[src/rtl/mf3_pkg.sv]
package mf3_pkg;

    // Field and register widths
    localparam int PX_W       = 8;
    localparam int COL_W      = 11;
    localparam int ROW_W      = 13;
    localparam int OUT_ROW_W  = 12;
    localparam int OUT_COL_W  = 10;
    localparam int CFG_IDX_W  = 1;
    localparam int CFG_DATA_W = 13;

    // Image size limits and reset size
    localparam int MIN_DIM    = 3;
    localparam int MAX_HEIGHT = 4096;
    localparam int RST_WIDTH  = 1024;
    localparam int RST_HEIGHT = 1024;

    // Result queue sizing
    localparam int QUEUE_DEPTH = 8;
    localparam int QCNT_W      = $clog2(QUEUE_DEPTH + 1);

    // Configuration register indexes
    typedef enum logic [CFG_IDX_W-1:0] {
        CFG_IMAGE_WIDTH  = 1'b0,
        CFG_IMAGE_HEIGHT = 1'b1
    } t_cfg_idx;

    typedef logic [PX_W-1:0] t_px;

    // One window column, top row first; after sorting, [0] is the minimum
    typedef t_px [2:0] t_col;

    // Three window columns, oldest first
    typedef t_col [2:0] t_win;

    typedef struct packed {
        logic [PX_W-1:0] pixel;
        logic            frame_start;
    } t_in;

    typedef struct packed {
        logic [PX_W-1:0]      value;
        logic [OUT_ROW_W-1:0] out_row;
        logic [OUT_COL_W-1:0] out_col;
        logic                 from_median;
        logic                 last;
    } t_out;

    // Per-pixel tag carried down the pipeline
    typedef struct packed {
        logic                 border;
        logic                 med;
        logic [PX_W-1:0]      px;
        logic [OUT_ROW_W-1:0] row;
        logic [OUT_COL_W-1:0] col;
    } t_ctl;

    // Queue entry: one pixel's border copy and/or median
    typedef struct packed {
        t_ctl            ctl;
        logic [PX_W-1:0] median;
    } t_qent;

    function automatic t_px min2(input t_px a, input t_px b);
        return (a < b) ? a : b;
    endfunction

    function automatic t_px max2(input t_px a, input t_px b);
        return (a < b) ? b : a;
    endfunction

    function automatic t_px med3(input t_px a, input t_px b, input t_px c);
        return max2(min2(a, b), min2(max2(a, b), c));
    endfunction

    // Three compare-exchange steps
    function automatic t_col sort3(input t_col v);
        t_col s;
        s = v;
        if (s[0] > s[1]) begin
            s[0] = v[1];
            s[1] = v[0];
        end
        if (s[1] > s[2]) begin
            s[2] = s[1];
            s[1] = v[2];
        end
        if (s[0] > s[1]) begin
            s = {s[2], s[0], s[1]};
        end
        return s;
    endfunction

endpackage

[src/rtl/mf3_cell.sv]
module mf3_cell (
    input  logic          i_clk,
    input  logic          i_rst_n,
    input  logic          i_shift,
    input  mf3_pkg::t_col i_col,
    output mf3_pkg::t_col o_col
);

    import mf3_pkg::*;

    t_col r_col;

    // Load the incoming column (the new one or the neighbor's), kept in sorted order
    always_ff @(posedge i_clk) begin
        if (!i_rst_n) begin
            r_col <= '0;
        end else if (i_shift) begin
            r_col <= sort3(i_col);
        end
    end

    assign o_col = r_col;

endmodule

[config.mk]
export PLATFORM = sky130hd
export DESIGN_NAME = mf3_cell
export DESIGN_NICKNAME = d
export VERILOG_FILES = /design/src/rtl/mf3_pkg.sv /design/src/rtl/mf3_cell.sv
export SDC_FILE = /design/constraint.sdc
export NUM_CORES = 1
export LEC_CHECK = 0
export ABC_AREA = 0
export BUFFER_PORTS_ARGS = -buffer_cell sky130_fd_sc_hd__clkbuf_2
export CAP_MARGIN = 25
export CORE_ASPECT_RATIO = 1.1
export CORE_MARGIN = 5
export CORE_UTILIZATION = 40
export CTS_BUF_LIST = sky130_fd_sc_hd__clkbuf_4
export CTS_CLUSTER_DIAMETER = 60
export DETAILED_ROUTE_END_ITERATION = 16
export HOLD_SLACK_MARGIN = 0.03
export SYNTH_ARGS = -nofsm -noshare
export SYNTH_HDL_FRONTEND = slang
export SYNTH_SLANG_ARGS = --single-unit
export TNS_END_PERCENT = 10
[constraint.sdc]
create_clock -name i_clk -period 11.45 [get_ports i_clk]
set_input_delay 1.7175 -clock i_clk [delete_from_list [all_inputs] [get_ports i_clk]]
set_output_delay 1.7175 -clock i_clk [all_outputs]
set_load 0.005 [all_outputs]
==> impl_metrics.yaml <==
drt:
  drt-vias-per-instance: 5.99
  ant_nets: 0
  firstDrtPassIters: 5
  wirelength_um: 6670
  drtIter0Drc: 278
  vias: 2424
  met2WireLength_um: 3010
  met1_length_um: 3040
  dr_wl_met3_um: 513
  wl_per_cell_um: 16.5
  remaining_drc_errors: 0
  highest_layer: "met4"
cells_and_area:
  finalNetCount: 383
  final_core_util: 0.463
  drive_gt1_frac: 0.173
  final_cells: 405
  nFillCells: 562
  syn_to_final_growth_pct: 13.4
  multi_input_area_sq_um: 1480
  regArea_sq_um: 480
  largest_register_ffs: 24
  n_antenna_cell: 0
grt:
  grt_pass1_wl_um: 11000
  grt_pass1_vias: 2266
  grt_overflow: 0
  antenna_found_initial: 0
  track_usage: 0.195
  grt_max_degree: 32
yosys:
  synth_area_sq_um: 2180
  synthFlopType: "dfxtp_1"
  yosysMostFrequentCell: "a21oi_1"
  synthTopCellsByCount: "a21oi_1, inv_1, dfxtp_1, ha_1, nand3_1"
  seq_area_frac_synth: 0.221
  yosysTopAreaCell: "dfxtp_1"
  synthDistinctLibCells: 32
  synth_top_area_frac: 0.221
  synth_edf_count: 0
  ys_seq_elements: 24
  yosys-top-cells-area: "dfxtp_1, ha_1, a21oi_1, inv_1, nand3_1"
  syn-num-nets: 345
  synthArstFlopShare: 0
  ys_warn_count: 0
  syn_area_per_cell_sq_um: 7.40
  syn_inst: 294
run:
  maxCapViolCount: 0
floorplanning:
  die_h_um: 87.4
  core_sq_um: 5330
  rows: 28
  start_util: 0.409
  dieArea_sq_um: 7020
  pin_count: 51
  dieWidth_um: 80.3
cts:
  clock-root-buffer: "clkbuf_4"
  hold_buffers: 0
  cts_tree: "done"
  cts_resized: 0
  cts_sinks: 24
  cts_htree_levels: 1
  clockBufferDepth: 2
  cts_buffers: 3
  post_cts_buffers: 0
  clk_latency_ns: 0.33
  clk_pin_slew_ns: 0.15
worst_setup_path:
  crit_fanout: 31
  crit_required_ns: 11.70
  worstSetupEndpointType: "register"
  worst-path-buf-inv: 2
  worstPathCellList: "clkbuf_2, inv_1, ha_1, nor2b_1, o211a_1, o21a_1, o21ai_0, nand2_1, ha_1, nand4_1, o21ai_1, and2_4, a31oi_1, ha_1, a21o_1, a221o_1, a21o_1, nand2_1, nand2_1, o221ai_1"
  cpLargestDelayFamily: "compound AO/OA/AOI/OAI gates"
  max_stage_delay_ns: 0.84
  worstPathArrival_ns: 7.53
  path_class: "input port to register"
  start_kind: "input port"
  cp_slowest_cell: "o21ai_1"
pwr:
  power.total_mw: 0.328
  powerDensity_nw_per_um2: 133
  total_leakage_power_nw: 1.18
  irDropWorstVdd_uv: 83.9
placement:
  place_inst: 402
  port-buffer-count: 50
  globalplace.congestion: 0.926
  dp_hpwl_um: 5050
timing:
  period_needed_ns: 7.28
  rsz0062_at_grt: "no"
  tns_ns: 0
  finalHoldViolations: 0
  setup_viol: 0
  fin_crit_sh: 0.636
  slew_violations: 0
  worstMarginPinSlew_ns: 1.03
  finClkSkew_ns: 0
  max_freq_ghz: 0.137
  slew_headroom: 0.309
run_status:
  status: "finished, final reports clean"
hold_path:
  hold_path_class: "register to register"
[placed cells by master (no fill, tap or decap), types with 4 or more instances in the layout]
master,count
nand4_1,5
clkbuf_2,50
a32o_1,9
nand2_1,19
a22o_1,7
nor3_1,7
ha_1,24
o211ai_1,8
o221ai_1,7
o21ai_0,11
nor2b_1,4
o21ai_1,4
nor2_1,11
nand3_1,20
a21oi_1,38
o31ai_1,7
a31oi_1,15
o32a_1,7
dfxtp_1,24
inv_1,31
[logic make-up after synthesis]
family                     after synthesis  share of synthesized area
adders and majority gates               24                      0.138
and+or+nand+nor                         71                      0.155
AOI/OAI and AO/OA                      124                      0.388
DFF                                     24                      0.221
buffers and inverters                   51                     0.0983
[power by group]
| group | total, mW | switching [mW] | internal, mW |
|---|---|---|---|
| sequential | 0.107 | 0.00784 | 0.0992 |
| clock | 0.0408 | 0.0284 | 0.0124 |
| combinational | 0.180 | 0.110 | 0.0699 |
[stage by stage]
| step | hold WS, ns | setup WS [ns] | instance area [sq um] |
|---|---|---|---|
| floorplan | 0.457 | 5.15 | 2180 |
| finish | 0.489 | 4.17 | 2470 |
| CTS | 0.492 | 4.25 | 2470 |
| global placement | 0.443 | 4.02 | 2440 |
| detailed placement | 0.447 | 3.90 | 2440 |
| global route | 0.505 | 3.76 | 2470 |
[worst paths after layout]
check / startpoint / endpoint / slack (ns) / depth (start not counted)
worst min register to register: o_col[2] / o_col[2] / 0.49 / 1
worst min-delay path: o_col[2] / o_col[2] / 0.49 / 1
worst max-delay path: i_col[9] / o_col[13] / 4.17 / 20
worst max register to register: o_col[14] / o_col[14] / 10.65 / 2
[layer usage]
metal | global-route usage | up-vias
met5 | 0 | -
met4 | 0.0522 | 0
met3 | 0.0331 | 12
met2 | 0.313 | 124
met1 | 0.268 | 1092
li1 | - | 1196
[layout make-up]
| cell class | instances | area share |
|---|---|---|
| Clock buffer | 3 | 0.00913 |
| Inverter | 31 | 0.0472 |
| Multi-Input combinational cell | 219 | 0.600 |
| Sequential cell | 24 | 0.195 |
| Tap cell | 75 | 0.0380 |
| Timing Repair Buffer | 53 | 0.111 |
Power figures use the tool's default switching activity.
