--- config.mk ---
export PLATFORM = sky130hd
export DESIGN_NAME = mf3_outq
export DESIGN_NICKNAME = d
export VERILOG_FILES = /design/src/rtl/mf3_pkg.sv /design/src/rtl/mf3_outq.sv
export SDC_FILE = /design/constraint.sdc
export NUM_CORES = 1
export LEC_CHECK = 0
export BUFFER_PORTS_ARGS = -buffer_cell sky130_fd_sc_hd__buf_2
export CAP_MARGIN = 20
export CORE_MARGIN = 8
export CORE_UTILIZATION = 60
export CTS_BUF_LIST = sky130_fd_sc_hd__clkbuf_8
export CTS_CLUSTER_DIAMETER = 30
export DETAILED_ROUTE_END_ITERATION = 12
export PLACE_DENSITY = 0.81
export SETUP_SLACK_MARGIN = 0.5
export SLEW_MARGIN = 40
export SYNTH_ARGS = -nofsm -noshare
export SYNTH_HDL_FRONTEND = slang
export SYNTH_SLANG_ARGS = --single-unit
export TNS_END_PERCENT = 1
--- constraint.sdc ---
create_clock -name i_clk -period 7.4 [get_ports i_clk]
set_input_delay 0.74 -clock i_clk [delete_from_list [all_inputs] [get_ports i_clk]]
set_output_delay 0.74 -clock i_clk [all_outputs]
set_load 0.05 [all_outputs]
--- src/rtl/mf3_pkg.sv ---
package mf3_pkg;

    // Field and register widths
    localparam int PX_W       = 8;
    localparam int COL_W      = 11;
    localparam int ROW_W      = 13;
    localparam int OUT_ROW_W  = 12;
    localparam int OUT_COL_W  = 10;
    localparam int CFG_IDX_W  = 1;
    localparam int CFG_DATA_W = 13;

    // Image size limits and reset size
    localparam int MIN_DIM    = 3;
    localparam int MAX_HEIGHT = 4096;
    localparam int RST_WIDTH  = 1024;
    localparam int RST_HEIGHT = 1024;

    // Result queue sizing
    localparam int QUEUE_DEPTH = 8;
    localparam int QCNT_W      = $clog2(QUEUE_DEPTH + 1);

    // Configuration register indexes
    typedef enum logic [CFG_IDX_W-1:0] {
        CFG_IMAGE_WIDTH  = 1'b0,
        CFG_IMAGE_HEIGHT = 1'b1
    } t_cfg_idx;

    typedef logic [PX_W-1:0] t_px;

    // One window column, top row first; after sorting, [0] is the minimum
    typedef t_px [2:0] t_col;

    // Three window columns, oldest first
    typedef t_col [2:0] t_win;

    typedef struct packed {
        logic [PX_W-1:0] pixel;
        logic            frame_start;
    } t_in;

    typedef struct packed {
        logic [PX_W-1:0]      value;
        logic [OUT_ROW_W-1:0] out_row;
        logic [OUT_COL_W-1:0] out_col;
        logic                 from_median;
        logic                 last;
    } t_out;

    // Per-pixel tag carried down the pipeline
    typedef struct packed {
        logic                 border;
        logic                 med;
        logic [PX_W-1:0]      px;
        logic [OUT_ROW_W-1:0] row;
        logic [OUT_COL_W-1:0] col;
    } t_ctl;

    // Queue entry: one pixel's border copy and/or median
    typedef struct packed {
        t_ctl            ctl;
        logic [PX_W-1:0] median;
    } t_qent;

    function automatic t_px min2(input t_px a, input t_px b);
        return (a < b) ? a : b;
    endfunction

    function automatic t_px max2(input t_px a, input t_px b);
        return (a < b) ? b : a;
    endfunction

    function automatic t_px med3(input t_px a, input t_px b, input t_px c);
        return max2(min2(a, b), min2(max2(a, b), c));
    endfunction

    // Three compare-exchange steps
    function automatic t_col sort3(input t_col v);
        t_col s;
        s = v;
        if (s[0] > s[1]) begin
            s[0] = v[1];
            s[1] = v[0];
        end
        if (s[1] > s[2]) begin
            s[2] = s[1];
            s[1] = v[2];
        end
        if (s[0] > s[1]) begin
            s = {s[2], s[0], s[1]};
        end
        return s;
    endfunction

endpackage

--- src/rtl/mf3_outq.sv ---
module mf3_outq #(
    parameter int DEPTH = 8
) (
    input  logic                       i_clk,
    input  logic                       i_rst_n,
    input  logic                       i_push,
    input  mf3_pkg::t_qent             i_push_data,
    output logic                       o_valid,
    output mf3_pkg::t_out              o_data,
    input  logic                       i_stall,
    output logic [$clog2(DEPTH+1)-1:0] o_count
);

    import mf3_pkg::*;

    localparam int PTR_W = (DEPTH > 1) ? $clog2(DEPTH) : 1;
    localparam int CNT_W = $clog2(DEPTH + 1);

    t_qent            r_mem [DEPTH];
    logic [PTR_W-1:0] r_wr;
    logic [PTR_W-1:0] r_rd;
    logic [CNT_W-1:0] r_cnt;
    logic             r_border_done;

    t_qent ent;
    logic  show_border;
    logic  take;
    logic  pop;

    // Present the head entry: border copy first, then the median
    always_comb begin
        ent                = r_mem[r_rd];
        show_border        = ent.ctl.border && !r_border_done;
        o_data.value       = show_border ? ent.ctl.px : ent.median;
        o_data.out_row     = show_border ? ent.ctl.row : ent.ctl.row - 1'b1;
        o_data.out_col     = show_border ? ent.ctl.col : ent.ctl.col - 1'b1;
        o_data.from_median = !show_border;
        o_data.last        = !(show_border && ent.ctl.med);
    end

    assign o_valid = (r_cnt != '0);
    assign take    = o_valid && !i_stall;
    assign pop     = take && o_data.last;
    assign o_count = r_cnt;

    // Store entries
    always_ff @(posedge i_clk) begin
        if (i_push) begin
            r_mem[r_wr] <= i_push_data;
        end
    end

    // Advance pointers and count
    always_ff @(posedge i_clk) begin
        if (!i_rst_n) begin
            r_wr          <= '0;
            r_rd          <= '0;
            r_cnt         <= '0;
            r_border_done <= 1'b0;
        end else begin
            if (i_push) begin
                r_wr <= (r_wr == PTR_W'(DEPTH - 1)) ? '0 : r_wr + 1'b1;
            end
            if (pop) begin
                r_rd          <= (r_rd == PTR_W'(DEPTH - 1)) ? '0 : r_rd + 1'b1;
                r_border_done <= 1'b0;
            end else if (take) begin
                r_border_done <= 1'b1;
            end
            if (i_push && !pop) begin
                r_cnt <= r_cnt + 1'b1;
            end else if (pop && !i_push) begin
                r_cnt <= r_cnt - 1'b1;
            end
        end
    end

endmodule

==> results.yml, run 1 <==
timing:
  hold_ws_ns: 0.432
  finClkSkew_ns: 0.0202
  finalSetupTns_ns: 0
  fin_crit_sh: 0.644
  max_freq_mhz: 210
  hold_viol: 0
  rsz0062_at_grt: "no"
  max_slew_margin: 0.470
  tightestPinTransition_ns: 0.794
  setup_viol: 0
  fin_crit_ns: 4.77
  slew_violations: 0
synthesis:
  ys_types: 49
  ys.warnings.count: 0
  ys.flop_type: "edfxtp_1"
  async_flop_share: 0
  syn_avg_cell_area_um2: 21.5
  synth_area_leaders: "edfxtp_1 (71%), mux4_2 (12%), mux4_1 (3.1%)"
  synth_fp_nets: 680
  synth_top_area_share: 0.713
  ys_seq_area_frac: 0.734
  syn_area_mm2: 0.0135
  synth_edf_count: 320
  ys_seq_elements: 334
  synth_top_area_cell: "edfxtp_1"
  synthCells: 626
pwr:
  powerDensity_mw_per_mm2: 331
  power_uw: 5080
  ir_drop_v: 0.000206
  p_leak_uw: 0.00502
critical_path:
  cp.required_ns: 6.66
  worstReg2RegEnd: "o_count[3]"
  r2r_cells: 13
  slowest_stage: "dfxtp_4"
  startpoint_type: "register"
  crit_path_max_incr_delay_ns: 0.83
  crit_type: "register to primary output"
  r2r_slack_ns: 3.24
  arrival_ns: 4.03
  crit_fanout: 50
  endpoint_kind: "primary output"
  crit_chain: "buf_4, mux4_2, mux2i_1, ha_1, nand2_1, xor2_1, buf_2"
die:
  dieArea_mm2: 0.0275
  die_w_um: 166
  die_h_um: 166
  initial_core_util: 0.602
  ios: 81
  rows: 55
  core_mm2: 0.0224
final_layout:
  fillers: 1316
  final_util: 0.686
  area_growth_pct: 13.9
  drive_above_1_share: 0.341
  final_cell_mix: "edfxtp_1 (320), buf_2 (80), mux4_2 (73)"
  layout.nets: 803
  final_common_cell: "edfxtp_1"
routing:
  wirelength_um: 25700
  ant_nets: 0
  drt-pass1-iter-count: 5
  drt_iter0_drc: 585
  routed_via_density: 6.06
  drc: 0
  wire_per_inst_um: 23.8
  vias: 6555
clock_tree:
  ctsRootBufferMaster: "clkbuf_8"
  holdBufCountCts: 0
  ctsResizeCount: 0
  cts_tree: "done"
  clk_transition_reported_paths_ns: 0.06
  post_cts_buffers: 0
  worstSkewPairLatency_ns: 0.57
  htreeDepth: 2
  clockBufferDepth: 3
  cts_buffers: 55
  cts.sinks: 334
placed_design:
  io_buffers: 80
  finalWeightedCongestion: 0.776
  dp_hpwl_um: 15100
grt:
  grt_pass1_wl_um: 39500
  grt_antenna_before_repair: 3
  overflow: 0
  grt_use_total: 0.186
  grt_max_degree: 54
  grt_pass1_vias: 7106
worst_hold_path:
  hp-class: "input port to register"
  min_path_cells: 1
  hp-start: "i_push_data[23]"
  hold_end: "r_mem[5][23]"
flow_run:
  drv_cap: 0
run_status:
  status: "finished clean"
-- layout make-up --
cell class	count	area [um^2]	share of cell area
repair buffers	92	502	0.0327
clock buffers	57	785	0.0511
inverters	6	22.5	0.00147
diodes	1	2.50	0.000163
clock inverters	46	337	0.0219
flip-flops and latches	334	9900	0.645
well taps	285	357	0.0232
multi-input cells	260	3440	0.224
-- kinds of logic (layout without fill, tap and decap cells) --
group                    count (synthesis)  in the layout  share of synthesized area
other                                    0              1                          0
multiplexers                           115            115                      0.174
AND/OR/NAND/NOR                         85             85                     0.0371
adder cells (fa/ha/maj)                 10             10                    0.00984
XOR/XNOR                                23             23                     0.0150
buffers and inverters                   32            201                     0.0149
flip-flops                             334            334                      0.734
AO/OA/AOI/OAI                           27             27                     0.0148
-- layer usage --
layer / up-vias / global-route usage / part of all wire
li1: 2878 / - / -
met1: 3376 / 0.237 / 0.41
met2: 253 / 0.317 / 0.51
met3: 44 / 0.0371 / 0.064
met4: 4 / 0.0617 / 0.015
met5: - / 0 / 0.00086
-- Yosys cell counts, types with 3 or more instances --
cell type,instances
clkbuf_1,7
mux2i_1,19
nand2b_1,5
mux2_2,4
xor2_1,7
buf_2,11
nor3_2,3
dfxtp_1,14
nor2b_1,6
nor3_1,12
buf_6,4
xnor2_1,16
edfxtp_1,320
mux4_1,16
mux4_2,73
a21oi_1,9
inv_1,5
nor2_1,21
o21ai_0,6
ha_1,9
nand2_1,15
nand3_1,8
and2_1,4
-- sequential cells by signal (all words and copies together) (netlist names), named ones only --
name,flops
o_count,4
r_border_done,1
r_mem,320
r_rd,3
r_wr,3
-- report_power, final --
group,switching [uW],internal [uW],total [uW]
clock,700,868,1570
combinational,829,479,1310
sequential,73.3,2130,2200
total,1600,3480,5080
-- metrics by stage --
stage | instance area, um^2 | cells | worst slack, ns
6_report | 15300 | 1081 | 2.63
5_1_grt | 15300 | 1081 | 2.40
4_1_cts | 15300 | 1080 | 2.58
3_5_place_dp | 14200 | 977 | 3.21
3_3_place_gp | 14200 | 976 | 3.11
2_1_floorplan | 13500 | 626 | 3.34
-- worst max-delay path: cells and delay by family, from the launching register on --
kind                       cells  cell delay, ns
DFF                            1            0.83
xor gates and xnor gates       1            0.29
and+or+nand+nor                1            0.10
adders and majority gates      1            0.32
buffers and inverters          2            1.02
muxes                          2            0.82
-- worst max-delay path by stage --
stage / from / end / slack [ns] / cells past startpoint
floorplan: i_push / r_mem[0][0] / 3.34 / 2
global placement: register / o_data[11] / 3.11 / 7
detailed placement: register / o_data[4] / 3.21 / 7
CTS: register / o_data[4] / 2.58 / 7
global route: register / o_data[4] / 2.40 / 7
finish: register / o_data[4] / 2.63 / 7
No activity file was read; power rests on OpenSTA's default activity.
==> run 2, diff against run 1 <==
--- a/config.mk
+++ b/config.mk
@@ -5,14 +5,15 @@
 export SDC_FILE = /design/constraint.sdc
 export NUM_CORES = 1
 export LEC_CHECK = 0
+export ABC_AREA = 1
 export BUFFER_PORTS_ARGS = -buffer_cell sky130_fd_sc_hd__buf_2
 export CAP_MARGIN = 20
 export CORE_MARGIN = 8
-export CORE_UTILIZATION = 60
+export CORE_UTILIZATION = 57
 export CTS_BUF_LIST = sky130_fd_sc_hd__clkbuf_8
 export CTS_CLUSTER_DIAMETER = 30
 export DETAILED_ROUTE_END_ITERATION = 12
-export PLACE_DENSITY = 0.81
+export PLACE_DENSITY = 0.8
 export SETUP_SLACK_MARGIN = 0.5
 export SLEW_MARGIN = 40
 export SYNTH_ARGS = -nofsm -noshare
==> constraint.sdc (replaced) <==
create_clock -name i_clk -period 4.03 [get_ports i_clk]
set_input_delay 0.403 -clock i_clk [delete_from_list [all_inputs] [get_ports i_clk]]
set_output_delay 0.403 -clock i_clk [all_outputs]
set_load 0.05 [all_outputs]
==> run 2 against run 1 <==
Wire length grew 22%. Critical path depth grew 3. Die area rose by 8.2%. Combinational power rose to 4.0 times the previous value. Worst setup slack got worse by 2.0 ns. Clock-buffer cell count up 3. Via count grew 44%. Clock power up 99%. Sequential power increased by 84%. Utilization fell by 2.5 points. Total power is 150% higher. Critical path type unchanged. Critical endpoint is now o_data[30]. Highest routed layer is now met4.
==> results.yml, run 2 <==
grt:
  grt_max_degree: 89
  grt_use_total: 0.206
  grt_pass1_vias: 9475
  grt_antenna_before_repair: 0
  overflow: 0
  grt_pass1_wl_um: 49300
final_layout:
  largest_reg_flops: 320
  regMostFlops: "r_mem"
  drive_above_1_share: 0.170
  final_util: 0.661
  multi_input_area_mm2: 0.00347
  layout.nets: 1343
  final_cell_mix: "edfxtp_1 (320), nor2_1 (210), nand2_1 (172)"
  register_area_mm2: 0.00990
  fillers: 1723
  area_growth_pct: 14.4
  stdcell_count: 1664
  final_common_cell: "edfxtp_1"
synthesis:
  synth_top_area_cell: "edfxtp_1"
  ys_seq_elements: 334
  syn_avg_cell_area_um2: 11.8
  synth_fp_nets: 1237
  syn_area_mm2: 0.0140
  ys.flop_type: "edfxtp_1"
  ys_types: 39
  async_flop_share: 0
  synthCells: 1183
  ys.warnings.count: 0
  synth_top_area_share: 0.688
  synth_common_cells: "edfxtp_1 (320), nor2_1 (218), nand2_1 (172), o21ai_0 (116), inv_1 (62)"
  ys_seq_area_frac: 0.708
  synth_area_leaders: "edfxtp_1 (69%), nor2_1 (5.9%), nand2_1 (4.6%)"
  synth_most_common_cell: "edfxtp_1"
  synth_edf_count: 320
timing:
  fin_crit_ns: 3.36
  hold_viol: 0
  rsz0062_at_grt: "yes"
  setup_viol: 0
  slew_violations: 0
  finClkSkew_ns: 0.0290
  hold_ws_ns: 0.0743
  max_freq_mhz: 297
  max_slew_margin: 0.511
  finalSetupTns_ns: 0
  fin_crit_sh: 0.835
  tightestPinTransition_ns: 0.733
die:
  ios: 81
  core_mm2: 0.0242
  die_h_um: 173
  dieArea_mm2: 0.0298
  die_w_um: 173
  initial_core_util: 0.577
  rows: 57
critical_path:
  arrival_ns: 2.96
  cp.required_ns: 3.63
  endpoint_kind: "primary output"
  r2r_cells: 17
  startpoint_type: "register"
  crit_fanout: 43
  crit_type: "register to primary output"
  r2r_slack_ns: 0.91
  worstReg2RegEnd: "o_count[3]"
worst_hold_path:
  min_path_cells: 1
  hold_end: "r_mem[1][35]"
  hp-start: "i_push_data[35]"
  hp-class: "input port to register"
clock_tree:
  holdBufCountCts: 0
  ctsRootBufferMaster: "clkbuf_8"
  cts_buffers: 59
  htreeDepth: 2
  worstSkewPairLatency_ns: 0.60
  cts.sinks: 334
  clockBufferDepth: 3
  cts_tree: "done"
  clk_transition_reported_paths_ns: 0.06
placed_design:
  io_buffers: 80
  numPlacedInstances: 1547
  finalWeightedCongestion: 0.814
  dp_hpwl_um: 17200
routing:
  wl_met3_um: 2670
  drt-pass1-iter-count: 5
  wirelength_um: 31500
  wl_met2_um: 15600
  routed_via_density: 5.65
  drc: 0
  top_layer: "met4"
  vias: 9409
  wl_met1_um: 12600
  wire_per_inst_um: 18.9
  drt_iter0_drc: 808
  ant_nets: 0
pwr:
  ir_drop_v: 0.00122
  powerDensity_mw_per_mm2: 781
  power_uw: 12500
  p_leak_uw: 0.00595
flow_run:
  drv_cap: 0
run_status:
  status: "finished clean"
[run 2: cell types whose count changed after synthesis, moves of 18 or more]
cell / previous run / this run
mux2i_1: 19 / 1
inv_1: 5 / 62
nand3_1: 8 / 57
o21ai_1: 0 / 32
nand2_1: 15 / 172
nor2_1: 21 / 218
o21ai_0: 6 / 116
o22ai_1: 2 / 35
mux4_2: 73 / 0
[run 2: area by class of cell]
| cell class | instances | share of cell area |
|---|---|---|
| Antenna cell | 5 | 0.000784 |
| Clock buffer | 60 | 0.0517 |
| Clock inverter | 47 | 0.0235 |
| Inverter | 67 | 0.0168 |
| Multi-Input combinational cell | 718 | 0.218 |
| Sequential cell | 334 | 0.620 |
| Tap cell | 324 | 0.0254 |
| Timing Repair Buffer | 109 | 0.0445 |
[run 2: timing repair]
action | in CTS | in global routing
hold endpoints to repair | 0 | 0
buffers inserted | 1 | 4
endpoints found under the setup margin | 20 | 20
gates resized for setup | 5 | 8
[run 2: power by group]
group          internal [uW]  leakage, uW  switching, uW
registers               3950      0.00302            103
logic                   1350      0.00227           3960
clock network           1780     0.000652           1340
total                   7070      0.00595           5400
[run 2: worst max-delay path by stage]
stage / from / to
after floorplan: register / o_count[3]
after global placement: register / o_count[3]
after detailed placement: register / o_count[3]
after CTS: register / o_data[10]
after global routing: register / o_data[10]
final: register / o_data[30]
[run 2: cell families (layout without fill, tap and decap cells)]
family / count (synthesis) / after routing / share of synthesized area
and+or+nand+nor: 471 / 471 / 0.139
muxes: 1 / 1 / 0.000717
AOI/OAI and AO/OA: 225 / 225 / 0.0883
buffers and inverters: 131 / 283 / 0.0472
other: 0 / 5 / 0
adders and majority gates: 10 / 10 / 0.00950
xor gates and xnor gates: 11 / 11 / 0.00690
DFF: 334 / 334 / 0.708
[run 2: metrics by stage]
stage	cell area (um^2)	setup WS (ns)
6_report	16000	0.665
5_1_grt	16000	0.483
3_5_place_dp	14700	0.689
4_1_cts	15900	0.532
3_3_place_gp	14600	0.732
2_1_floorplan	14000	1.23
[run 2: routing by layer]
layer,up-vias,track usage
li1,4386,-
met1,4501,0.259
met2,450,0.348
met3,72,0.0434
met4,0,0.0758
met5,-,0
[run 2: critical path, stage by stage, from the launching register on]
cell	delay [ns]
dfxtp_4	0.42
inv_2	0.17
buf_12	0.26
buf_4	0.36
o21ai_0	0.17
o22ai_1	0.16
nand2_1	0.07
nand2_1	0.11
nor2_1	0.05
a31oi_1	0.27
buf_2	0.33
