File: src/rtl/mf3_pkg.sv
package mf3_pkg;

    // Field and register widths
    localparam int PX_W       = 8;
    localparam int COL_W      = 11;
    localparam int ROW_W      = 13;
    localparam int OUT_ROW_W  = 12;
    localparam int OUT_COL_W  = 10;
    localparam int CFG_IDX_W  = 1;
    localparam int CFG_DATA_W = 13;

    // Image size limits and reset size
    localparam int MIN_DIM    = 3;
    localparam int MAX_HEIGHT = 4096;
    localparam int RST_WIDTH  = 1024;
    localparam int RST_HEIGHT = 1024;

    // Result queue sizing
    localparam int QUEUE_DEPTH = 8;
    localparam int QCNT_W      = $clog2(QUEUE_DEPTH + 1);

    // Configuration register indexes
    typedef enum logic [CFG_IDX_W-1:0] {
        CFG_IMAGE_WIDTH  = 1'b0,
        CFG_IMAGE_HEIGHT = 1'b1
    } t_cfg_idx;

    typedef logic [PX_W-1:0] t_px;

    // One window column, top row first; after sorting, [0] is the minimum
    typedef t_px [2:0] t_col;

    // Three window columns, oldest first
    typedef t_col [2:0] t_win;

    typedef struct packed {
        logic [PX_W-1:0] pixel;
        logic            frame_start;
    } t_in;

    typedef struct packed {
        logic [PX_W-1:0]      value;
        logic [OUT_ROW_W-1:0] out_row;
        logic [OUT_COL_W-1:0] out_col;
        logic                 from_median;
        logic                 last;
    } t_out;

    // Per-pixel tag carried down the pipeline
    typedef struct packed {
        logic                 border;
        logic                 med;
        logic [PX_W-1:0]      px;
        logic [OUT_ROW_W-1:0] row;
        logic [OUT_COL_W-1:0] col;
    } t_ctl;

    // Queue entry: one pixel's border copy and/or median
    typedef struct packed {
        t_ctl            ctl;
        logic [PX_W-1:0] median;
    } t_qent;

    function automatic t_px min2(input t_px a, input t_px b);
        return (a < b) ? a : b;
    endfunction

    function automatic t_px max2(input t_px a, input t_px b);
        return (a < b) ? b : a;
    endfunction

    function automatic t_px med3(input t_px a, input t_px b, input t_px c);
        return max2(min2(a, b), min2(max2(a, b), c));
    endfunction

    // Three compare-exchange steps
    function automatic t_col sort3(input t_col v);
        t_col s;
        s = v;
        if (s[0] > s[1]) begin
            s[0] = v[1];
            s[1] = v[0];
        end
        if (s[1] > s[2]) begin
            s[2] = s[1];
            s[1] = v[2];
        end
        if (s[0] > s[1]) begin
            s = {s[2], s[0], s[1]};
        end
        return s;
    endfunction

endpackage

File: src/rtl/mf3_sort.sv
module mf3_sort (
    input  logic          i_clk,
    input  mf3_pkg::t_win i_win,
    output mf3_pkg::t_px  o_med
);

    import mf3_pkg::*;

    t_px r_lo;
    t_px r_mid;
    t_px r_hi;
    t_px r_med;

    // Reduce sorted columns: max of minima, median of middles, min of maxima
    always_ff @(posedge i_clk) begin
        r_lo  <= max2(max2(i_win[0][0], i_win[1][0]), i_win[2][0]);
        r_mid <= med3(i_win[0][1], i_win[1][1], i_win[2][1]);
        r_hi  <= min2(min2(i_win[0][2], i_win[1][2]), i_win[2][2]);
        r_med <= med3(r_lo, r_mid, r_hi);
    end

    assign o_med = r_med;

endmodule

File: config.mk
export PLATFORM = sky130hd
export DESIGN_NAME = mf3_sort
export DESIGN_NICKNAME = d
export VERILOG_FILES = /design/src/rtl/mf3_pkg.sv /design/src/rtl/mf3_sort.sv
export SDC_FILE = /design/constraint.sdc
export NUM_CORES = 1
export LEC_CHECK = 0
export BUFFER_PORTS_ARGS = -buffer_cell sky130_fd_sc_hd__buf_2
export CAP_MARGIN = 40
export CORE_AREA = 2 2 98 81
export CTS_CLUSTER_DIAMETER = 150
export CTS_CLUSTER_SIZE = 12
export DETAILED_ROUTE_END_ITERATION = 8
export DIE_AREA = 0 0 100 83
export PLACE_DENSITY_LB_ADDON = 0.1
export SLEW_MARGIN = 10
export SYNTH_ARGS = -nofsm -noshare
export SYNTH_HDL_FRONTEND = slang
export SYNTH_SLANG_ARGS = --single-unit
export TNS_END_PERCENT = 100
File: constraint.sdc
create_clock -name i_clk -period 6.05 [get_ports i_clk]
set_clock_uncertainty 0.15 [all_clocks]
set_input_delay 1.21 -clock i_clk [delete_from_list [all_inputs] [get_ports i_clk]]
set_output_delay 1.21 -clock i_clk [all_outputs]
set_load 0.02 [all_outputs]
==> results of run 1 <==
[layout make-up]
| type | instances | area (sq um) |
|---|---|---|
| clock inverter | 2 | 10.0 |
| fill | 686 | 2970 |
| tap | 90 | 113 |
| clock buffer | 6 | 82.6 |
| timing repair buffer | 91 | 483 |
| inverter | 75 | 282 |
| sequential | 32 | 641 |
| multi-input combinational | 332 | 2710 |
[report_power, final]
group	internal [W]	switching, W	total, W
clock network	0.0000906	0.0000806	0.000171
logic	0.000577	0.000784	0.00136
registers	0.000296	0.0000334	0.000329
[sequential cells by signal (all words and copies together) (netlist names)]
signal,flops
o_med,8
r_hi,8
r_lo,8
r_mid,8
[repair_timing]
action / CTS / global route
buffers inserted: 0 / 2
endpoints found under the hold margin: 0 / 0
setup endpoints to repair: 0 / 8
[layout by cell type, fill, tap and decap left out, drive strengths merged, types with 2 or more instances in the layout]
cell type  Yosys  final
nor3b          3      3
nand4          7      7
nor2b          3      3
nand2         37     37
nand2b         9      9
clkbuf         3      6
nor2          16     16
ha            70     70
and4           3      3
a31oi          2      2
dfxtp         32     32
buf            5     91
clkinv         0      2
o22ai          2      2
mux2          38     38
a2111o         2      2
inv           75     75
a21o          11     11
and4b          2      2
a2111oi        4      4
nand3          4      4
a21oi         32     32
a211oi         5      5
o21ai         42     42
o211ai         3      3
mux2i         23     23
[logic make-up (layout without fill, tap and decap cells)]
logic type / Yosys count / after routing / share of synthesized area [%]
muxes: 61 / 61 / 17.9
AOI/OAI and AO/OA: 112 / 112 / 19.5
buffers and inverters: 83 / 174 / 8.95
DFF: 32 / 32 / 17.4
and+or+nand+nor: 89 / 89 / 12.5
adders and majority gates: 70 / 70 / 23.8
[worst max-delay path, cell delays in order]
cell      delay (ns)
buf_2           0.09
inv_1           0.05
ha_1            0.26
a2111o_1        0.42
a21oi_4         0.34
mux2_2          0.40
ha_1            0.31
nand4_1         0.13
a21oi_1         0.17
nand2_1         0.09
o211ai_2        0.37
mux2i_1         0.34
ha_1            0.30
nand4_1         0.14
inv_1           0.06
nand4_1         0.12
a31oi_1         0.05
o21ai_0         0.21
or3b_2          0.49
a21oi_1         0.14
a221o_1         0.12
[through the flow]
stage          cells  total power, W  util [%]  cell area, sq um
6_report         628         0.00186      59.3              4320
5_1_grt          628         0.00206      59.3              4320
4_1_cts          626         0.00186      59.0              4300
3_5_place_dp     618         0.00168      57.8              4210
3_3_place_gp     618         0.00165      57.8              4210
2_1_floorplan    447         0.00134         -              3680
[metal layers]
layer	vias to the layer above	global-route usage, %	wire length (microns)
met5	-	0	0
met4	0	2.37	33
met3	5	4.63	663
met2	68	30.6	3540
met1	1501	31.9	4250
li1	1767	-	-
[worst max-delay path by stage]
stage	slack, ns	start	endpoint
4_1_cts	0.30	i_win[33]	r_mid[0]
2_1_floorplan	0.24	i_win[33]	r_mid[0]
3_3_place_gp	0.07	i_win[9]	r_mid[0]
5_1_grt	0.05	i_win[33]	r_mid[0]
3_5_place_dp	-0.006	i_win[9]	r_mid[0]
6_report	0.34	i_win[33]	r_mid[0]
==> impl_metrics.env, run 1 <==
export IMPL_synth_edf_count=0
export IMPL_hpwl_microns=7400
export IMPL_syn_avg_cell_area_sq_um=8.23
export IMPL_slew_headroom_pct=55.3
export IMPL_viasPerCell=5.32
export IMPL_min_from="r_hi[2]"
export IMPL_finalCriticalPeriod_ns=5.71
export IMPL_synth_seq_cells=32
export IMPL_die_area_sq_um=8300
export IMPL_cts_hold_buf=0
export IMPL_setup_ws_ns=0.336
export IMPL_synth_nets=590
export IMPL_fp_row_count=28
export IMPL_areaGrowthSynthToFinish_pct=17.4
export IMPL_clk_latency_ns=0.29
export IMPL_worst_pin_slew_ns=0.653
export IMPL_diodes=0
export IMPL_synthArstFlopShare_pct=0
export IMPL_pre_cts_ws_ns=-0.00643
export IMPL_avgRoutedWirePerCell_microns=13.5
export IMPL_yosysTopAreaCell="ha_1"
export IMPL_synth_top_cell_area_share_pct=23.8
export IMPL_drc=0
export IMPL_drive_gt1_share_pct=27.1
export IMPL_cts_resized=0
export IMPL_rsz0062_at_grt="no"
export IMPL_min_path_cells=2
export IMPL_core_area_sq_um=7290
export IMPL_clock_sink_count=32
export IMPL_finalSetupTns_ns=0
export IMPL_dieHeight_microns=83
export IMPL_synth_flop_cell="dfxtp_1"
export IMPL_p_per_area_nw_per_um2=431
export IMPL_io_pins=81
export IMPL_holdWs_ns=0.433
export IMPL_grt_antenna_before_repair=0
export IMPL_yosysMostFrequentCell="inv_1"
export IMPL_r2r_start="r_mid[0]"
export IMPL_io_buffers=80
export IMPL_grt_max_degree=20
export IMPL_grt_pass1_wl_microns=14200
export IMPL_start_util_pct=50.5
export IMPL_r2r_slack_ns=0.67
export IMPL_synthTopCellsByArea="ha_1 24%, dfxtp_1 17%, mux2_2 12%, inv_1 7.7%, mux2i_1 6.3%"
export IMPL_htreeDepth=2
export IMPL_drt_iter0_markers=142
export IMPL_min_path_type="flip-flop to flip-flop"
export IMPL_cp_arrival_ns=5.80
export IMPL_yosysUniqueCellTypes=47
export IMPL_setup_viol=0
export IMPL_ir_worst_vdd_v=0.000491
export IMPL_seq_area_frac_synth_pct=17.4
export IMPL_drv_cap=0
export IMPL_grt_overflow_total=0
export IMPL_hold_viol_final=0
export IMPL_worstPathMaxFanout=10
export IMPL_syn_cell_area_sq_um=3680
export IMPL_syn_instance_count=447
export IMPL_ys_top_cells_by_count="75 x inv_1, 70 x ha_1, 38 x mux2_2"
export IMPL_start_kind="input port"
export IMPL_clockBufferDepth=2
export IMPL_grt_use_total_pct=20.8
export IMPL_globalplace_congestion=0.824
export IMPL_finalCritPeriodShare_pct=94.4
export IMPL_p_leak_nw=2.35
export IMPL_detail_route_antenna_nets=0
export IMPL_hold_end="o_med[2]"
export IMPL_synth_warnings=0
export IMPL_slew_violations=0
export IMPL_cts_tree="done"
export IMPL_r2r_end="o_med[0]"
export IMPL_drt_total_wl_microns=8490
export IMPL_path_class="input port to flip-flop"
export IMPL_via_count=3341
export IMPL_first_pass_iters=5
export IMPL_path_clk_slew_ns=0.07
export IMPL_required_ns=6.14
export IMPL_status="complete, no violations"
export IMPL_fp_dieW_microns=100
export IMPL_max_freq_mhz=175
export IMPL_cts_root_buf="clkbuf_8"
export IMPL_cts_buffers_inserted=5
export IMPL_final_nets=680
export IMPL_grt_pass1_vias=3160
export IMPL_r2r_cells=20
export IMPL_worstSetupEndpointType="flip-flop"
(Power assumes the default switching activity.)
==> run 2: changes to the inputs <==
BUFFER_PORTS_ARGS = -buffer_cell sky130_fd_sc_hd__clkbuf_2   (was -buffer_cell sky130_fd_sc_hd__buf_2)
CORE_AREA = 8 8 94 96   (was 2 2 98 81)
DIE_AREA = 0 0 102 104   (was 0 0 100 83)
==> run 2 against run 1 <==
Critical path depth unchanged. Clock power about the same. Clock-buffer cell count up 1. Via count down 1.6%. Largest power group unchanged. Sequential power about the same. Non-clock buffer count down 2. Setup slack better by 0.074 ns. Cell area up 0.23%. Final cell count up 1.4%. Largest cell class unchanged. First-iteration DRC count down 38%. Highest routed layer unchanged.
==> impl_metrics.env, run 2 (synthesis results as in run 1) <==
export IMPL_status="complete, no violations"
export IMPL_diodes=0
export IMPL_avgRoutedWirePerCell_microns=13.1
export IMPL_drc=0
export IMPL_grt_max_degree=20
export IMPL_globalplace_congestion=0.827
export IMPL_finalSetupTns_ns=0
export IMPL_grt_use_total_pct=16.3
export IMPL_clk_latency_ns=0.28
export IMPL_pre_cts_ws_ns=0.0179
export IMPL_dieHeight_microns=104
export IMPL_path_clk_slew_ns=0.06
export IMPL_fin_cells=637
export IMPL_drv_cap=0
export IMPL_hpwl_microns=7240
export IMPL_io_buffers=80
export IMPL_setup_ws_ns=0.410
export IMPL_worstSetupEndpointType="flip-flop"
export IMPL_detail_route_antenna_nets=0
export IMPL_finalCritPeriodShare_pct=93.2
export IMPL_hold_viol_final=0
export IMPL_final_nets=678
export IMPL_required_ns=6.06
export IMPL_setup_viol=0
export IMPL_grt_pass1_vias=3428
export IMPL_clockBufferDepth=2
export IMPL_cts_root_buf="clkbuf_8"
export IMPL_via_count=3289
export IMPL_grt_overflow_total=0
export IMPL_clock_sink_count=32
export IMPL_utilization_pct=58.1
export IMPL_grt_pass1_wl_microns=14600
export IMPL_io_pins=81
export IMPL_drt_total_wl_microns=8330
export IMPL_first_pass_iters=4
export IMPL_worstPathMaxFanout=8
export IMPL_drive_gt1_share_pct=26.7
export IMPL_fp_row_count=32
export IMPL_max_freq_mhz=177
export IMPL_rsz0062_at_grt="no"
export IMPL_areaGrowthSynthToFinish_pct=17.7
export IMPL_path_class="input port to flip-flop"
export IMPL_cts_buffers_inserted=5
export IMPL_slew_headroom_pct=57.5
export IMPL_start_kind="input port"
export IMPL_placed_cells=628
export IMPL_cp_arrival_ns=5.65
export IMPL_p_leak_nw=2.36
export IMPL_fill_cells=721
export IMPL_slew_violations=0
export IMPL_layout_commonest_cell="clkbuf_2"
export IMPL_die_area_sq_um=10600
export IMPL_grt_antenna_before_repair=0
export IMPL_worst_pin_slew_ns=0.622
export IMPL_finalCriticalPeriod_ns=5.64
export IMPL_core_area_sq_um=7450
export IMPL_drt_iter0_markers=88
export IMPL_htreeDepth=2
export IMPL_cts_hold_buf=0
export IMPL_start_util_pct=49.4
export IMPL_most_common_layout_cells="80 x clkbuf_2, 75 x inv_1, 70 x ha_1"
export IMPL_cts_tree="done"
export IMPL_min_path_type="flip-flop to flip-flop"
export IMPL_ir_worst_vdd_v=0.000222
export IMPL_holdWs_ns=0.437
export IMPL_fp_dieW_microns=102
export IMPL_p_per_area_nw_per_um2=410
export IMPL_viasPerCell=5.16
[run 2: changes by cell type in the layout (fill, tap and decap cells not counted), sizes merged]
| cell | before | now |
|---|---|---|
| clkbuf | 6 | 87 |
| buf | 91 | 9 |
| clkinv | 2 | 0 |
[run 2: final timing paths]
| kind | from | to | slack [ns] | depth (start not counted) |
|---|---|---|---|---|
| worst max-delay path | i_win[33] | r_mid[0] | 0.41 | 21 |
| worst min register to register | r_hi[1] | o_med[1] | 0.44 | 2 |
| worst min-delay path | r_hi[1] | o_med[1] | 0.44 | 2 |
| worst max register to register | r_mid[1] | o_med[0] | 0.82 | 21 |
[run 2: stage by stage]
step                      power [W]  area [sq um]
after floorplan             0.00134          3680
after global placement      0.00158          4210
after detailed placement    0.00161          4210
after CTS                   0.00178          4310
after global routing        0.00199          4330
final                       0.00177          4330
[run 2: what timing repair did]
action,4_1_cts,5_1_grt
gates resized for setup,0,1
buffers inserted,0,2
endpoints found under the setup margin,0,5
[run 2: routing by layer]
| metal | global-route usage [%] | up-vias | share of wire, % |
|---|---|---|---|
| met3 | 3.55 | 10 | 6.1 |
| met5 | 0 | - | 0 |
| met1 | 19.9 | 1437 | 47 |
| li1 | - | 1768 | - |
| met4 | 4.41 | 0 | 1.4 |
| met2 | 27.5 | 74 | 45 |
[run 2: report_power, final]
group	total [W]	switching (W)	internal [W]	leakage [nW]
sequential	0.000328	0.0000325	0.000296	0.270
combinational	0.00127	0.000725	0.000549	2.04
clock	0.000171	0.0000700	0.000101	0.0503
total	0.00177	0.000827	0.000946	2.36
[run 2: layout make-up]
cell class	instances	area [sq um]	area share (%)
well taps	102	128	2.95
inverters	75	282	6.50
repair buffers	89	465	10.8
clock buffers	7	96.3	2.23
flip-flops and latches	32	641	14.8
multi-input cells	332	2720	62.8
[run 2: critical path, cell delays in order]
cell and delay, ns:
clkbuf_2 0.09, inv_1 0.05, ha_1 0.27, a2111o_1 0.40, a21oi_4 0.29, mux2_2 0.39
ha_1 0.28, a211oi_1 0.22, o21ai_0 0.12, a21oi_1 0.25, o211ai_4 0.19, mux2i_1 0.19
ha_1 0.33, nand4_1 0.14, inv_1 0.08, nand4_1 0.13, a31oi_1 0.15, o21ai_0 0.22
mux2i_1 0.24, o22ai_1 0.10, a221o_1 0.29
==> run 3: changes to the inputs <==
ABC_AREA = 1   (was unset)
ABC_CLOCK_PERIOD_IN_PS = 6200   (was unset)
CORE_AREA = 8 8 92 94   (was 8 8 94 96)
DIE_AREA = 0 0 100 102   (was 0 0 102 104)
clock period = 6.2 ns   (was 6.05 ns; I/O delays follow)
==> run 3 against run 2 <==
Flip-flop and latch count stayed put. Clock power decreased by 6%. Combinational power rose by 24%. Critical path type unchanged. Critical endpoint is now r_mid[3]. Largest power group unchanged.
==> impl_metrics.env, run 3 <==
export IMPL_most_common_layout_cells="155 x nand2_1, 102 x inv_1, 80 x clkbuf_2"
export IMPL_cts_tree="done"
export IMPL_power_w=0.00208
export IMPL_cts_hold_buf=0
export IMPL_grt_busiest_layer="met2"
export IMPL_clockBufferDepth=2
export IMPL_path_clk_slew_ns=0.06
export IMPL_worstSetupEndpointType="flip-flop"
export IMPL_syn_instance_count=570
export IMPL_viasPerCell=4.90
export IMPL_worst_pin_slew_ns=0.691
export IMPL_r2r_slack_ns=1.37
export IMPL_met3_usage_pct=2.66
export IMPL_final_nets=790
export IMPL_grt_met1_usage_pct=18.8
export IMPL_synth_top_cell_area_share_pct=24.2
export IMPL_core_area_sq_um=7060
export IMPL_synth_flop_cell="dfxtp_1"
export IMPL_grt_max_degree=32
export IMPL_setup_ws_ns=1.01
export IMPL_status="complete, no violations"
export IMPL_synthTopCellsByArea="ha_1 24%, dfxtp_1 18%, nand2_1 16%, inv_1 11%, a21oi_1 6.2%"
export IMPL_setup_viol=0
export IMPL_grt_overflow_total=0
export IMPL_drv_cap=0
export IMPL_diodes=0
export IMPL_detail_route_antenna_nets=0
export IMPL_yosysTopAreaCell="ha_1"
export IMPL_avgRoutedWirePerCell_microns=10.6
export IMPL_synth_edf_count=0
export IMPL_globalplace_congestion=0.870
export IMPL_areaGrowthSynthToFinish_pct=15.7
export IMPL_grt_pass1_vias=3567
export IMPL_finalCritPeriodShare_pct=83.7
export IMPL_hpwl_microns=7050
export IMPL_yosysMostFrequentCell="nand2_1"
export IMPL_rsz0062_at_grt="no"
export IMPL_slew_violations=0
export IMPL_start_kind="input port"
export IMPL_start_util_pct=51.2
export IMPL_fp_dieW_microns=100
export IMPL_finalCriticalPeriod_ns=5.19
export IMPL_layout_commonest_cell="nand2_1"
export IMPL_drc=0
export IMPL_p_per_area_nw_per_um2=496
export IMPL_grt_antenna_before_repair=0
export IMPL_cp_arrival_ns=5.21
export IMPL_grt_met2_usage_pct=31.0
export IMPL_cts_root_buf="clkbuf_8"
export IMPL_hold_viol_final=0
export IMPL_ys_top_cells_by_count="155 x nand2_1, 102 x inv_1, 70 x ha_1"
export IMPL_fp_row_count=31
export IMPL_ir_worst_vdd_v=0.000312
export IMPL_worstPathMaxFanout=31
export IMPL_fin_cells=747
export IMPL_die_area_sq_um=10200
export IMPL_drive_gt1_share_pct=17.7
export IMPL_clk_latency_ns=0.28
export IMPL_crit_slowest_cell="a211oi_2"
export IMPL_slew_headroom_pct=53.9
export IMPL_min_path_type="flip-flop to flip-flop"
export IMPL_syn_cell_area_sq_um=3620
export IMPL_grt_use_total_pct=16.4
export IMPL_finalSetupTns_ns=0
export IMPL_syn_avg_cell_area_sq_um=6.35
export IMPL_cts_resized=0
export IMPL_first_pass_iters=4
export IMPL_drt_iter0_markers=130
export IMPL_synth_seq_cells=32
export IMPL_required_ns=6.22
export IMPL_p_leak_nw=2.51
export IMPL_synth_warnings=0
export IMPL_path_class="input port to flip-flop"
export IMPL_seq_area_frac_synth_pct=17.7
export IMPL_crit_path_max_incr_delay_ns=0.51
export IMPL_dieHeight_microns=102
export IMPL_yosysUniqueCellTypes=22
export IMPL_placed_cells=739
export IMPL_io_buffers=80
export IMPL_pre_cts_ws_ns=0.739
export IMPL_clock_sink_count=32
export IMPL_grt_pass1_wl_microns=14300
export IMPL_drt_total_wl_microns=7960
export IMPL_fill_cells=711
export IMPL_synthArstFlopShare_pct=0
export IMPL_holdWs_ns=0.495
export IMPL_max_freq_mhz=193
export IMPL_post_cts_setup_buffer_count=0
export IMPL_io_pins=81
export IMPL_cts_buffers_inserted=5
export IMPL_via_count=3663
export IMPL_htreeDepth=2
export IMPL_synth_nets=713
## run 3: changes by cell type after synthesis, moves of 20 or more
cell,delta
mux2i_1,-23
inv_1,+27
nand2_1,+118
nor2_1,+20
nand3_1,+30
mux2_2,-38
## run 3: area by class of cell
| cell class | count | area (sq um) | share of cell area (%) |
|---|---|---|---|
| inverter | 102 | 383 | 9.15 |
| multi-input combinational | 425 | 2540 | 60.7 |
| tap | 99 | 124 | 2.96 |
| timing repair buffer | 81 | 408 | 9.75 |
| clock buffer | 8 | 90.1 | 2.15 |
| sequential | 32 | 641 | 15.3 |
## run 3: kinds of logic after synthesis
logic type / after synthesis / synth area share (%)
and+or+nand+nor: 247 / 28.9
buffers and inverters: 113 / 12.1
AOI/OAI and AO/OA: 108 / 17.1
adders and majority gates: 70 / 24.2
DFF: 32 / 17.7
## run 3: metrics by stage
| step | cell area, sq um | utilization (%) |
|---|---|---|
| 4_1_cts | 4180 | 59.3 |
| 3_3_place_gp | 4090 | 58.0 |
| 6_report | 4180 | 59.3 |
| 2_1_floorplan | 3620 | - |
| 5_1_grt | 4180 | 59.3 |
| 3_5_place_dp | 4090 | 58.0 |
## run 3: layer usage
| layer | up-vias | share of wire (%) |
|---|---|---|
| li1 | 1982 | - |
| met1 | 1603 | 46 |
| met2 | 72 | 50 |
| met3 | 6 | 3.4 |
| met4 | 0 | 0.93 |
| met5 | - | 0 |
## run 3: report_power, final
| group | internal [W] | switching (W) |
|---|---|---|
| clock network | 0.0000904 | 0.0000692 |
| registers | 0.000306 | 0.0000321 |
| logic | 0.000569 | 0.00101 |
## run 3: critical path: cells and delay by family
kind / cells / cell delay [ns]
buf+inv: 5 / 0.34
compound gates: 7 / 1.66
simple gates: 10 / 1.08
fa+ha+maj: 3 / 0.88
## run 3: worst paths after layout
| check | start | to | cells after the start |
|---|---|---|---|
| setup / recovery | i_win[39] | r_mid[3] | 25 |
| setup reg to reg | r_mid[7] | o_med[0] | 22 |
| hold reg to reg | r_mid[1] | o_med[1] | 4 |
| hold / removal | r_mid[1] | o_med[1] | 4 |
